File: config.mk
export PLATFORM = sky130hd
export DESIGN_NAME = stopwatch_led_matrix_scanner
export DESIGN_NICKNAME = d
export VERILOG_FILES = /design/src/hdl/swlms_pkg.sv /design/src/hdl/swlms_front.sv /design/src/hdl/swlms_queue.sv /design/src/hdl/swlms_back.sv /design/src/hdl/stopwatch_led_matrix_scanner.sv
export SDC_FILE = /design/constraint.sdc
export NUM_CORES = 1
export LEC_CHECK = 0
export ABC_AREA = 1
export BUFFER_PORTS_ARGS = -buffer_cell sky130_fd_sc_hd__buf_2
export CAP_MARGIN = 10
export CORE_MARGIN = 2
export CORE_UTILIZATION = 55
export DETAILED_ROUTE_END_ITERATION = 6
export GPL_ROUTABILITY_DRIVEN = 0
export PLACE_DENSITY = 0.74
export SLEW_MARGIN = 20
export SYNTH_ARGS = -nofsm -noshare
export SYNTH_HDL_FRONTEND = slang
export SYNTH_HIERARCHICAL = 1
export SYNTH_SLANG_ARGS = --single-unit
export TNS_END_PERCENT = 5
File: constraint.sdc
create_clock -name clock -period 19.3 [get_ports clock]
set_input_delay 1.93 -clock clock [delete_from_list [all_inputs] [get_ports clock]]
set_output_delay 1.93 -clock clock [all_outputs]
set_load 0.02 [all_outputs]
File: src/hdl/swlms_pkg.sv
// Shared types and constants for the stopwatch LED matrix scanner.
// Holds the glyph font table and the queue item format; no dependencies.
package swlms_pkg;

   localparam int ROWS        = 16;
   localparam int ROW_W       = 4;
   localparam int GLYPH_W     = 4;
   localparam int DIGITS      = 6;
   localparam int TPS_W       = 16;
   localparam int TICK_W      = 16;
   localparam int SEC_W       = 6;
   localparam int MIN_W       = 6;
   localparam int HOUR_W      = 7;
   localparam int QUEUE_DEPTH = 2;
   localparam int QCOUNT_W    = 2;

   localparam logic [TPS_W-1:0]   TPS_RESET  = 16'd1000;
   localparam logic [SEC_W-1:0]   SEC_LIMIT  = 6'd60;
   localparam logic [MIN_W-1:0]   MIN_LIMIT  = 6'd60;
   localparam logic [HOUR_W-1:0]  HOUR_LIMIT = 7'd99;
   localparam logic [GLYPH_W-1:0] GLYPH_DASH = 4'd10;

   // one display row request: row number plus the six time digits
   // (hour tens, hour ones, minute tens, minute ones, second tens, second ones)
   typedef struct packed {
      logic [ROW_W-1:0]                 row;
      logic [DIGITS-1:0][GLYPH_W-1:0]   digit;
   } entry_type;

   localparam logic [7:0] FONT_ROM [0:10][0:15] = '{
      '{8'h00,8'h00,8'h00,8'h18,8'h24,8'h42,8'h42,8'h42,
        8'h42,8'h42,8'h42,8'h42,8'h24,8'h18,8'h00,8'h00},
      '{8'h00,8'h00,8'h00,8'h10,8'h70,8'h10,8'h10,8'h10,
        8'h10,8'h10,8'h10,8'h10,8'h10,8'h7C,8'h00,8'h00},
      '{8'h00,8'h00,8'h00,8'h3C,8'h42,8'h42,8'h42,8'h04,
        8'h04,8'h08,8'h10,8'h20,8'h42,8'h7E,8'h00,8'h00},
      '{8'h00,8'h00,8'h00,8'h3C,8'h42,8'h42,8'h04,8'h18,
        8'h04,8'h02,8'h02,8'h42,8'h44,8'h38,8'h00,8'h00},
      '{8'h00,8'h00,8'h00,8'h04,8'h0C,8'h14,8'h24,8'h24,
        8'h44,8'h44,8'h7E,8'h04,8'h04,8'h1E,8'h00,8'h00},
      '{8'h00,8'h00,8'h00,8'h7E,8'h40,8'h40,8'h40,8'h58,
        8'h64,8'h02,8'h02,8'h42,8'h44,8'h38,8'h00,8'h00},
      '{8'h00,8'h00,8'h00,8'h1C,8'h24,8'h40,8'h40,8'h58,
        8'h64,8'h42,8'h42,8'h42,8'h24,8'h18,8'h00,8'h00},
      '{8'h00,8'h00,8'h00,8'h7E,8'h44,8'h44,8'h08,8'h08,
        8'h10,8'h10,8'h10,8'h10,8'h10,8'h10,8'h00,8'h00},
      '{8'h00,8'h00,8'h00,8'h3C,8'h42,8'h42,8'h42,8'h24,
        8'h18,8'h24,8'h42,8'h42,8'h42,8'h3C,8'h00,8'h00},
      '{8'h00,8'h00,8'h00,8'h18,8'h24,8'h42,8'h42,8'h42,
        8'h26,8'h1A,8'h02,8'h02,8'h24,8'h38,8'h00,8'h00},
      '{8'h00,8'h00,8'h00,8'h00,8'h00,8'h00,8'h00,8'h7E,
        8'h00,8'h00,8'h00,8'h00,8'h00,8'h00,8'h00,8'h00}
   };

   // anything past the dash code shows as a dash
   function automatic logic [7:0] font_row(input logic [GLYPH_W-1:0] glyph,
                                           input logic [ROW_W-1:0]   row);
      logic [GLYPH_W-1:0] g;
      begin
         g = (glyph > GLYPH_DASH) ? GLYPH_DASH : glyph;
         return FONT_ROM[g][row];
      end
   endfunction

endpackage

File: src/hdl/swlms_front.sv
// Front end: accepts tick items, keeps the stopwatch counters and scan row,
// and pushes the row number and time digits into the queue. Uses swlms_pkg.
module swlms_front (
   input  logic                          clock,
   input  logic                          reset,
   input  logic                          req_valid,
   output logic                          req_ready,
   input  logic                          req_run,
   input  logic                          csr_write_enable,
   input  logic [swlms_pkg::TPS_W-1:0]   csr_write_data,
   input  logic                          q_full,
   output logic                          q_push,
   output swlms_pkg::entry_type          q_entry
);

   logic [swlms_pkg::TPS_W-1:0]  tps_ff;
   logic [swlms_pkg::TICK_W-1:0] tick_count_ff, tick_count_in;
   logic [swlms_pkg::SEC_W-1:0]  seconds_ff, seconds_in;
   logic [swlms_pkg::MIN_W-1:0]  minutes_ff, minutes_in;
   logic [swlms_pkg::HOUR_W-1:0] hours_ff, hours_in;
   logic [swlms_pkg::ROW_W-1:0]  scan_row_ff;

   logic [swlms_pkg::TICK_W:0]   next_cnt;
   logic                         sec_carry;
   logic [swlms_pkg::SEC_W-1:0]  sec_tmp;
   logic [swlms_pkg::MIN_W-1:0]  min_tmp;
   logic [swlms_pkg::HOUR_W-1:0] hour_tmp;
   logic                         accept;

   // tens digit of a value below 100, by threshold compares
   function automatic logic [swlms_pkg::GLYPH_W-1:0] tens_of(input logic [6:0] v);
      logic [swlms_pkg::GLYPH_W-1:0] t;
      begin
         t = '0;
         for (int k = 1; k < 10; k++) begin
            if (v >= 7'(10 * k)) t = swlms_pkg::GLYPH_W'(k);
         end
         return t;
      end
   endfunction

   function automatic logic [swlms_pkg::GLYPH_W-1:0] ones_of(input logic [6:0] v);
      logic [6:0] rem;
      begin
         rem = v - 7'(tens_of(v)) * 7'd10;
         return rem[swlms_pkg::GLYPH_W-1:0];
      end
   endfunction

   assign req_ready = !q_full;
   assign accept    = req_valid && req_ready;
   assign q_push    = accept;

   always_comb begin
      next_cnt      = {1'b0, tick_count_ff} + 17'd1;
      sec_carry     = next_cnt >= {1'b0, tps_ff};
      tick_count_in = tick_count_ff;
      seconds_in    = '0;
      minutes_in    = '0;
      hours_in      = '0;
      sec_tmp       = seconds_ff + swlms_pkg::SEC_W'(sec_carry);
      min_tmp       = minutes_ff;
      hour_tmp      = hours_ff;
      if (req_run) begin
         tick_count_in = sec_carry ? '0 : next_cnt[swlms_pkg::TICK_W-1:0];
         if (sec_tmp >= swlms_pkg::SEC_LIMIT) begin
            sec_tmp = '0;
            min_tmp = minutes_ff + 6'd1;
         end
         if (min_tmp >= swlms_pkg::MIN_LIMIT) begin
            min_tmp  = '0;
            hour_tmp = hours_ff + 7'd1;
         end
         if (hour_tmp >= swlms_pkg::HOUR_LIMIT) hour_tmp = '0;
         seconds_in = sec_tmp;
         minutes_in = min_tmp;
         hours_in   = hour_tmp;
      end
      q_entry.row      = scan_row_ff;
      q_entry.digit[5] = tens_of(hours_in);
      q_entry.digit[4] = ones_of(hours_in);
      q_entry.digit[3] = tens_of({1'b0, minutes_in});
      q_entry.digit[2] = ones_of({1'b0, minutes_in});
      q_entry.digit[1] = tens_of({1'b0, seconds_in});
      q_entry.digit[0] = ones_of({1'b0, seconds_in});
   end

   always_ff @(posedge clock) begin
      if (reset) begin
         tps_ff        <= swlms_pkg::TPS_RESET;
         tick_count_ff <= '0;
         seconds_ff    <= '0;
         minutes_ff    <= '0;
         hours_ff      <= '0;
         scan_row_ff   <= '0;
      end else begin
         if (csr_write_enable) tps_ff <= csr_write_data;
         if (accept) begin
            tick_count_ff <= tick_count_in;
            seconds_ff    <= seconds_in;
            minutes_ff    <= minutes_in;
            hours_ff      <= hours_in;
            scan_row_ff   <= scan_row_ff + 4'd1;
         end
      end
   end

   a_stop_clears: assert property (@(posedge clock) disable iff (reset)
      (accept && !req_run) |=> (seconds_ff == '0 && minutes_ff == '0 && hours_ff == '0))
      else $error("stopped item did not clear the time");

   a_row_advances: assert property (@(posedge clock) disable iff (reset)
      accept |=> (scan_row_ff == $past(scan_row_ff) + 4'd1))
      else $error("scan row did not advance on an item");

   a_time_range: assert property (@(posedge clock) disable iff (reset)
      (seconds_ff < swlms_pkg::SEC_LIMIT && minutes_ff < swlms_pkg::MIN_LIMIT
       && hours_ff < swlms_pkg::HOUR_LIMIT))
      else $error("time counter out of range");

endmodule

File: src/hdl/swlms_queue.sv
// Two-entry queue between the counting front end and the row builder.
// Uses swlms_pkg for the entry format and depth.
module swlms_queue (
   input  logic                 clock,
   input  logic                 reset,
   input  logic                 push,
   input  swlms_pkg::entry_type push_entry,
   output logic                 full,
   input  logic                 pop,
   output logic                 not_empty,
   output swlms_pkg::entry_type pop_entry
);

   swlms_pkg::entry_type                mem_ff [swlms_pkg::QUEUE_DEPTH];
   logic                                wr_ptr_ff;
   logic                                rd_ptr_ff;
   logic [swlms_pkg::QCOUNT_W-1:0]      count_ff, count_in;

   assign full      = count_ff == swlms_pkg::QCOUNT_W'(swlms_pkg::QUEUE_DEPTH);
   assign not_empty = count_ff != '0;
   assign pop_entry = mem_ff[rd_ptr_ff];

   always_comb begin
      count_in = count_ff;
      if (push && !pop) count_in = count_ff + 2'd1;
      else if (pop && !push) count_in = count_ff - 2'd1;
   end

   always_ff @(posedge clock) begin
      if (push) mem_ff[wr_ptr_ff] <= push_entry;
   end

   always_ff @(posedge clock) begin
      if (reset) begin
         wr_ptr_ff <= 1'b0;
         rd_ptr_ff <= 1'b0;
         count_ff  <= '0;
      end else begin
         if (push) wr_ptr_ff <= !wr_ptr_ff;
         if (pop)  rd_ptr_ff <= !rd_ptr_ff;
         count_ff <= count_in;
      end
   end

   a_no_overflow: assert property (@(posedge clock) disable iff (reset)
      push |-> (!full || pop))
      else $error("push into a full queue");

   a_no_underflow: assert property (@(posedge clock) disable iff (reset)
      pop |-> not_empty)
      else $error("pop from an empty queue");

   a_ptr_count: assert property (@(posedge clock) disable iff (reset)
      (count_ff == '0 || full) |-> (wr_ptr_ff == rd_ptr_ff))
      else $error("queue pointers disagree with count");

endmodule

File: src/hdl/swlms_back.sv
// Back end: takes queue entries, looks up the glyph rows in the font table
// and holds the inverted 64-bit row in the output register. Uses swlms_pkg.
module swlms_back (
   input  logic                          clock,
   input  logic                          reset,
   input  logic                          q_not_empty,
   input  swlms_pkg::entry_type          q_entry,
   output logic                          q_pop,
   output logic                          rsp_valid,
   input  logic                          rsp_ready,
   output logic [swlms_pkg::ROW_W-1:0]   rsp_row_index,
   output logic [63:0]                   rsp_row_bits
);

   logic                         rsp_valid_ff;
   logic [swlms_pkg::ROW_W-1:0]  row_index_ff;
   logic [63:0]                  row_bits_ff, row_bits_in;
   logic [7:0][swlms_pkg::GLYPH_W-1:0] glyph;

   assign q_pop = q_not_empty && (!rsp_valid_ff || rsp_ready);

   always_comb begin
      glyph[7] = q_entry.digit[5];
      glyph[6] = q_entry.digit[4];
      glyph[5] = swlms_pkg::GLYPH_DASH;
      glyph[4] = q_entry.digit[3];
      glyph[3] = q_entry.digit[2];
      glyph[2] = swlms_pkg::GLYPH_DASH;
      glyph[1] = q_entry.digit[1];
      glyph[0] = q_entry.digit[0];
      for (int k = 0; k < 8; k++) begin
         row_bits_in[k*8 +: 8] = ~swlms_pkg::font_row(glyph[k], q_entry.row);
      end
   end

   always_ff @(posedge clock) begin
      if (reset) begin
         rsp_valid_ff <= 1'b0;
      end else if (q_pop) begin
         rsp_valid_ff <= 1'b1;
      end else if (rsp_ready) begin
         rsp_valid_ff <= 1'b0;
      end
   end

   always_ff @(posedge clock) begin
      if (q_pop) begin
         row_index_ff <= q_entry.row;
         row_bits_ff  <= row_bits_in;
      end
   end

   assign rsp_valid     = rsp_valid_ff;
   assign rsp_row_index = row_index_ff;
   assign rsp_row_bits  = row_bits_ff;

   a_row_sequence: assert property (@(posedge clock) disable iff (reset)
      (rsp_valid_ff && rsp_ready && q_pop) |=> (row_index_ff == $past(row_index_ff) + 4'd1))
      else $error("output rows out of order");

   a_dash_columns: assert property (@(posedge clock) disable iff (reset)
      rsp_valid_ff |-> (row_bits_ff[47:40] == row_bits_ff[23:16]))
      else $error("dash columns differ");

   a_pop_loads: assert property (@(posedge clock) disable iff (reset)
      q_pop |=> rsp_valid_ff)
      else $error("popped item not shown");

endmodule

File: src/hdl/stopwatch_led_matrix_scanner.sv
// Top level of the stopwatch LED matrix scanner: front end, queue, row builder.
// Depends on swlms_pkg, swlms_front, swlms_queue and swlms_back.
//
//   channel  ports                               direction  handshake
//   req      req_valid req_ready req_run          in         valid/ready
//   rsp      rsp_valid rsp_ready rsp_row_index    out        valid/ready
//            rsp_row_bits
//   csr      csr_write_enable csr_write_data      in         write enable, no wait
//
// One item per clock sustained while rsp_ready stays high; an accepted item's row is
// written into the queue at the accepting edge, together with the front end update,
// and its font lookup is registered into the output register when the row builder pops it.
// A two-entry queue separates the counters from the output register, so req_ready
// drops only when both entries are held behind a stalled rsp channel.
// Synchronous active-high reset clears counters, queue and output valid;
// ticks_per_second resets to 1000.
module stopwatch_led_matrix_scanner (
   input  logic                          clock,
   input  logic                          reset,
   input  logic                          req_valid,
   output logic                          req_ready,
   input  logic                          req_run,
   output logic                          rsp_valid,
   input  logic                          rsp_ready,
   output logic [swlms_pkg::ROW_W-1:0]   rsp_row_index,
   output logic [63:0]                   rsp_row_bits,
   input  logic                          csr_write_enable,
   input  logic [swlms_pkg::TPS_W-1:0]   csr_write_data
);

   logic                 q_full;
   logic                 q_push;
   logic                 q_pop;
   logic                 q_not_empty;
   swlms_pkg::entry_type push_entry;
   swlms_pkg::entry_type pop_entry;

   swlms_front u_front (
      .clock            (clock),
      .reset            (reset),
      .req_valid        (req_valid),
      .req_ready        (req_ready),
      .req_run          (req_run),
      .csr_write_enable (csr_write_enable),
      .csr_write_data   (csr_write_data),
      .q_full           (q_full),
      .q_push           (q_push),
      .q_entry          (push_entry)
   );

   swlms_queue u_queue (
      .clock      (clock),
      .reset      (reset),
      .push       (q_push),
      .push_entry (push_entry),
      .full       (q_full),
      .pop        (q_pop),
      .not_empty  (q_not_empty),
      .pop_entry  (pop_entry)
   );

   swlms_back u_back (
      .clock         (clock),
      .reset         (reset),
      .q_not_empty   (q_not_empty),
      .q_entry       (pop_entry),
      .q_pop         (q_pop),
      .rsp_valid     (rsp_valid),
      .rsp_ready     (rsp_ready),
      .rsp_row_index (rsp_row_index),
      .rsp_row_bits  (rsp_row_bits)
   );

endmodule
# ---- Yosys cells after proc, flatten, opt, wreduce, memory -nomap -nowiden
# Memories as Yosys holds them, arrays and structs flattened. A register that Yosys moved wholly into a read port is not among the register bits.
# Index checks and enable logic that the tools add are counted.
dict set report totals {
  elab_cells 191
  mem_count 8
  output_inout_bits 70
  romBits 12416
  ramBits 56
  input_bits 22
  regBits 128
}
dict set report op_classes {
  eq_ne 1
  mux 84
  add_sub_neg 10
  bitwise_logic 14
  mul 3
  n_reduce_logical 15
  n_lt_le_gt_ge 44
}
# memory words width rd rd_ports_with_merged_regs write_ports line_no
set mem_list {}
lappend mem_list {{(no name shown)} 16 128 1 0 0 swlms_pkg.sv:61} ;# return FONT_ROM[g][row];
lappend mem_list {{(no name shown)} 16 128 1 0 0 swlms_pkg.sv:61}
lappend mem_list {{(no name shown)} 16 128 1 0 0 swlms_pkg.sv:61}
lappend mem_list {{(no name shown)} 16 128 1 0 0 swlms_pkg.sv:61}
lappend mem_list {{(no name shown)} 16 128 1 0 0 swlms_pkg.sv:61}
lappend mem_list {{(no name shown)} 16 128 1 0 0 swlms_pkg.sv:61}
lappend mem_list {{+2 memories} - - - - - -}
# operator n
set ops {}
lappend ops {{128-bit two-way mux} 12}
lappend ops {{8-bit binary-select mux with 4-bit select} 6}
lappend ops {{8-bit two-way mux} 14}
lappend ops {{8-bit inverter} 7}
lappend ops {{6-bit greater-or-equal comparator (second input constant)} 8}
lappend ops {{4-bit two-way mux} 12}
lappend ops {{6-bit by 7-bit greater-or-equal comparator with 1-bit output (second input constant)} 6}
lappend ops {{3-bit two-way mux} 12}
lappend ops {{6-bit two-way mux} 6}
lappend ops {{5-bit greater-or-equal comparator (second input constant)} 7}
lappend ops {{4-bit inverter with 5-bit output} 7}
lappend ops {{7-bit greater-or-equal comparator (second input constant)} 4}
lappend ops {{7-bit two-way mux} 4}
lappend ops {{6-bit by 5-bit greater-or-equal comparator with 1-bit output (second input constant)} 4}
lappend ops {{4-bit greater-than comparator (second input constant)} 6}
lappend ops {{7-bit by 6-bit greater-or-equal comparator with 1-bit output (second input constant)} 3}
lappend ops {{16-bit by 1-bit adder with 17-bit output (second input constant)} 1}
lappend ops {{17-bit by 16-bit greater-or-equal comparator with 1-bit output} 1}
lappend ops {{16-bit two-way mux} 1}
lappend ops {{2-bit two-way mux} 8}
lappend ops {{7-bit by 5-bit greater-or-equal comparator with 1-bit output (second input constant)} 2}
lappend ops {{6-bit by 4-bit greater-or-equal comparator with 1-bit output (second input constant)} 2}
lappend ops {{4-bit by 3-bit multiplier with 3-bit output (second input constant)} 3}
lappend ops {{4-bit subtractor} 3}
lappend ops {{other kinds (14)} 32}

# ---- Logic depth before layout (Yosys ltp)
dict set report depth {
  word_depth 24
  depth_mapped 53
  mapped_depth_nobuf 53
}

# ---- By module
# The synthesis kept the hierarchy.
# mod cells_per_inst area_each_um2 instances
set modules_own_cells {}
lappend modules_own_cells {swlms_back 1231 7109.3 1}
lappend modules_own_cells {swlms_front 586 3951.3 1}
lappend modules_own_cells {swlms_queue 120 2349.8 1}

# ---- Worst setup path after synthesis
# No wires, ideal clock.
dict set report synth_path {
  path_type {reg-to-reg}
  startpoint {register u_front/tick_count_ff[0] (netlist bit)}
  endpoint {memory u_queue/mem_ff[0][19] (netlist bit), data pin}
  n_path_buf 0
  setup_time_ns 0.256
  t_arrival_ns 6.236
  required_time_ns 19.044
  path_stages_with_launch 48
  path_slack_ns 12.808
  synth_period_minus_slack_ns 6.492
  path_cell_list {dfxtp_1 ha_1 nand2_1 nor2_1 inv_1 nor2_1 inv_1 nor2_1 nand4_1 nor3_1 nand3_1 xnor2_1 ha_1 nand4_1 inv_1 nand2_1 or4_1 nand3_1 [12 not listed] nand3_2 nand2_4 nand3_2 o21ai_1 inv_1 nand2_1 nand2_1 nand2_1 nand2_2 nand2_2 inv_1 ha_1 fa_1 xnor2_1 xor2_1 inv_1 nand3_1 nand2_1}
}
# element line_no
set synth_rtl {}
lappend synth_rtl {{start, declared} swlms_front.sv:17} ;# logic [swlms_pkg::TICK_W-1:0] tick_count_ff, tick_count_in;
lappend synth_rtl {{start signal, assigned} swlms_front.sv:99} ;# tick_count_ff <= tick_count_in;
lappend synth_rtl {{end, declared} swlms_queue.sv:14} ;# swlms_pkg::entry_type mem_ff [swlms_pkg::QUEUE_DEPTH];

==> flow_summary.json <==
{
  "grt-ovfl-total": 0,
  "crit_required_ns": 19.49,
  "ctsResizeCount": 0,
  "max_clock_freq_mhz": 136,
  "synth_top_cells_by_area": "edfxtp_1, nand2_1, dfxtp_1",
  "io_pins": 92,
  "synth_common_cells": "nand2_1, inv_1, nand3_1, a21oi_1, o21ai_0",
  "drtAntennaViolNets": 0,
  "initial_core_util": 0.556,
  "cts_buffers": 17,
  "synth_seq_cells": 158,
  "swShare": 0.525,
  "slew_headroom": 0.188,
  "synth_area_mm2": 0.0134,
  "grt_pass1_vias": 12500,
  "ir_drop_v": 0.0000692,
  "cts_root_buf": "clkbuf_16",
  "htree_levels": 4,
  "wl_per_cell_um": 16.5,
  "finalSetupViolations": 0,
  "core_area_mm2": 0.0241,
  "worst_pin_slew_ns": 1.21,
  "placed_area_mm2": 0.0137,
  "timing.final.crit_period_ns": 7.34,
  "grt_max_degree": 68,
  "yosys_warnings": 6,
  "rows": 57,
  "synth_ff_type": "edfxtp_1",
  "critPathCaptureType": "flip-flop",
  "synth.distinct_cells": 52,
  "dp_worst_setup_slack_ns": 12.02,
  "power_density_mw_per_mm2": 158,
  "dpl.cell_count": 2252,
  "drc": 1,
  "cp-start-kind": "flip-flop",
  "cts_setup_buffers": 0,
  "synth-async-reset-ratio": 0,
  "cts_hold_buffers": 0,
  "status": "complete, but fails checks",
  "clockPowerShare": 0.150,
  "clk_pin_slew_ns": 0.07,
  "synth_top_area_frac": 0.217,
  "synth-xor-area-share": 0.0215,
  "path_common_cell": "nand2_1",
  "min-delay-path-class": "reg -> reg",
  "slew_viol_final": 0,
  "synth_compound_area_frac": 0.160,
  "synth_seq_area_share": 0.308,
  "synth-edff-count": 97,
  "port_buffers": 75,
  "setup_slack_ns": 11.96,
  "arrival_ns": 7.53,
  "synth_top_family_by_area": "simple AND/OR/NAND/NOR gates",
  "path_max_fanout": 9,
  "drive_gt1_frac": 0.108,
  "p_int_mw": 1.07,
  "p_seq_frac": 0.228,
  "fin_tns_setup_ns": 0,
  "clockBufferDepth": 2,
  "antenna_found_initial": 0,
  "yosysMostFrequentCell": "nand2_1",
  "avgSynthCellArea_um2": 6.92,
  "worst_path_largest_cell_delay_ns": 0.38,
  "die-area_mm2": 0.0256,
  "p_switching_mw": 1.18,
  "hold_viol_final": 0,
  "postLayoutCellArea_mm2": 0.0143,
  "drt-total-wl_um": 37800,
  "antenna_cells": 0,
  "fin_util": 0.592,
  "crit_slowest_cell": "dfxtp_1",
  "rsz0062_at_grt": "false",
  "violations": "design-rule violations",
  "finalCritPeriodShare": 0.380,
  "drt_iter0_drc": 1874,
  "groute.usage.overall": 0.290,
  "die_w_um": 160,
  "critPathTopFamily": "simple AND/OR/NAND/NOR gates",
  "fin_nets": 2040,
  "ff2ff_setup_slack_ns": 11.96,
  "cts_tree": "yes",
  "instances_no_fill": 2284,
  "vias_per_cell": 5.93,
  "fin_skew_ns": 0.0161,
  "yosys.area.top_type": "edfxtp_1",
  "power.total_mw": 2.25,
  "grt_pass1_wl_um": 61100,
  "leakage_nw": 6.46,
  "crit_buf_inv": 5,
  "synthSimpleGateAreaFrac": 0.299,
  "cap_violations": 0,
  "clkSinkCount": 158,
  "p_comb_frac": 0.623,
  "critical_path_class": "reg -> reg",
  "whs_ns": 0.468,
  "area_delta_synth_final_pct": 6.41,
  "synthMuxAreaShare": 0.0299,
  "drt_first_pass_iters": 7,
  "die_y_um": 160,
  "vias": 13500,
  "synthAdderAreaFrac": 0.0679,
  "hpwlAfterDp_um": 26000,
  "clock_latency_ns": 0.44,
  "synthCells": 1937
}
flip-flops by register name (all words and copies together) (netlist names), named ones only:
register               flops
u_queue/mem_ff            56
u_back/rsp_row_bits       37
u_front/tick_count_ff     16
u_front/tps_ff            16
u_front/hours_ff           7
u_front/minutes_ff         6
u_front/seconds_ff         6
u_back/rsp_row_index       4
u_front/scan_row_ff        4
u_queue/count_ff           2
u_back/rsp_valid           1
u_queue/rd_ptr_ff          1
u_queue/wr_ptr_ff          1
area by class of cell:
type	instances	area, um^2
repair buffers	86	458
well taps	324	405
flip-flops and latches	158	4130
multi-input cells	1461	7850
fillers	2262	9840
clock buffers	17	425
inverters	223	837
clock inverters	15	165
metal layers:
layer / global-route usage / routed length [um] / vias up
li1: - / - / 6449
met1: 0.375 / 14700 / 5953
met2: 0.460 / 16900 / 931
met3: 0.0605 / 4240 / 216
met4: 0.147 / 1880 / 0
met5: 0 / 0 / -
cells in the final DEF, fill, tap and decap left out, types with 5 or more instances in the layout:
cell,instances
buf_2,75
o211ai_1,27
nand2_2,11
ha_1,68
mux2_4,20
xnor2_1,11
conb_1,18
inv_2,15
nor3_1,9
nand4_1,37
o21ai_1,29
buf_4,11
nand3_1,183
mux2_2,8
xor2_1,20
a21oi_1,158
nand3b_1,6
a31oi_1,16
o21ai_0,142
edfxtp_1,97
nor2_2,10
dfxtp_1,61
clkinv_1,5
clkbuf_16,17
nand2_1,515
nor2_1,113
inv_1,203
nor2_4,13
worst paths after layout:
kind / cells past startpoint / startpoint / endpoint
setup reg to reg: 46 / u_front/tick_count_ff[0]$_SDFFE_PP0P_ / u_queue/mem_ff[1][19]$_DFFE_PP_
setup / recovery: 46 / u_front/tick_count_ff[0]$_SDFFE_PP0P_ / u_queue/mem_ff[1][19]$_DFFE_PP_
hold reg to reg: 2 / u_front/tps_ff[13]$_SDFFE_PP0P_ / u_front/tps_ff[13]$_SDFFE_PP0P_
hold / removal: 2 / u_front/tps_ff[13]$_SDFFE_PP0P_ / u_front/tps_ff[13]$_SDFFE_PP0P_
worst register-to-register path, delay by kind of cell (launching register included):
| kind | cells | cell delay [ns] |
|---|---|---|
| xor+xnor | 4 | 0.81 |
| buf+inv | 5 | 0.31 |
| fa+ha+maj | 6 | 1.53 |
| simple gates | 27 | 3.25 |
| flops | 1 | 0.38 |
| compound gates | 4 | 0.81 |
power groups by stage:
| stage | clock network (mW) | registers [mW] | logic (mW) |
|---|---|---|---|
| CTS | 0.344 | 0.514 | 1.35 |
| floorplan | 0 | 0.579 | 0.974 |
| detailed placement | 0 | 0.520 | 1.34 |
| global placement | 0 | 0.518 | 1.34 |
| finish | 0.337 | 0.512 | 1.40 |
| global route | 0.357 | 0.522 | 1.53 |
logic make-up (layout without fill, tap and decap cells):
kind of cell | after synthesis | count (layout)
buffers and inverters | 334 | 341
other | 2 | 18
adder cells (fa/ha/maj) | 71 | 71
flip-flops | 158 | 158
AO/OA/AOI/OAI | 398 | 398
XOR/XNOR | 32 | 32
multiplexers | 29 | 29
AND/OR/NAND/NOR | 913 | 913
No activity file was read; power rests on OpenSTA's default activity.
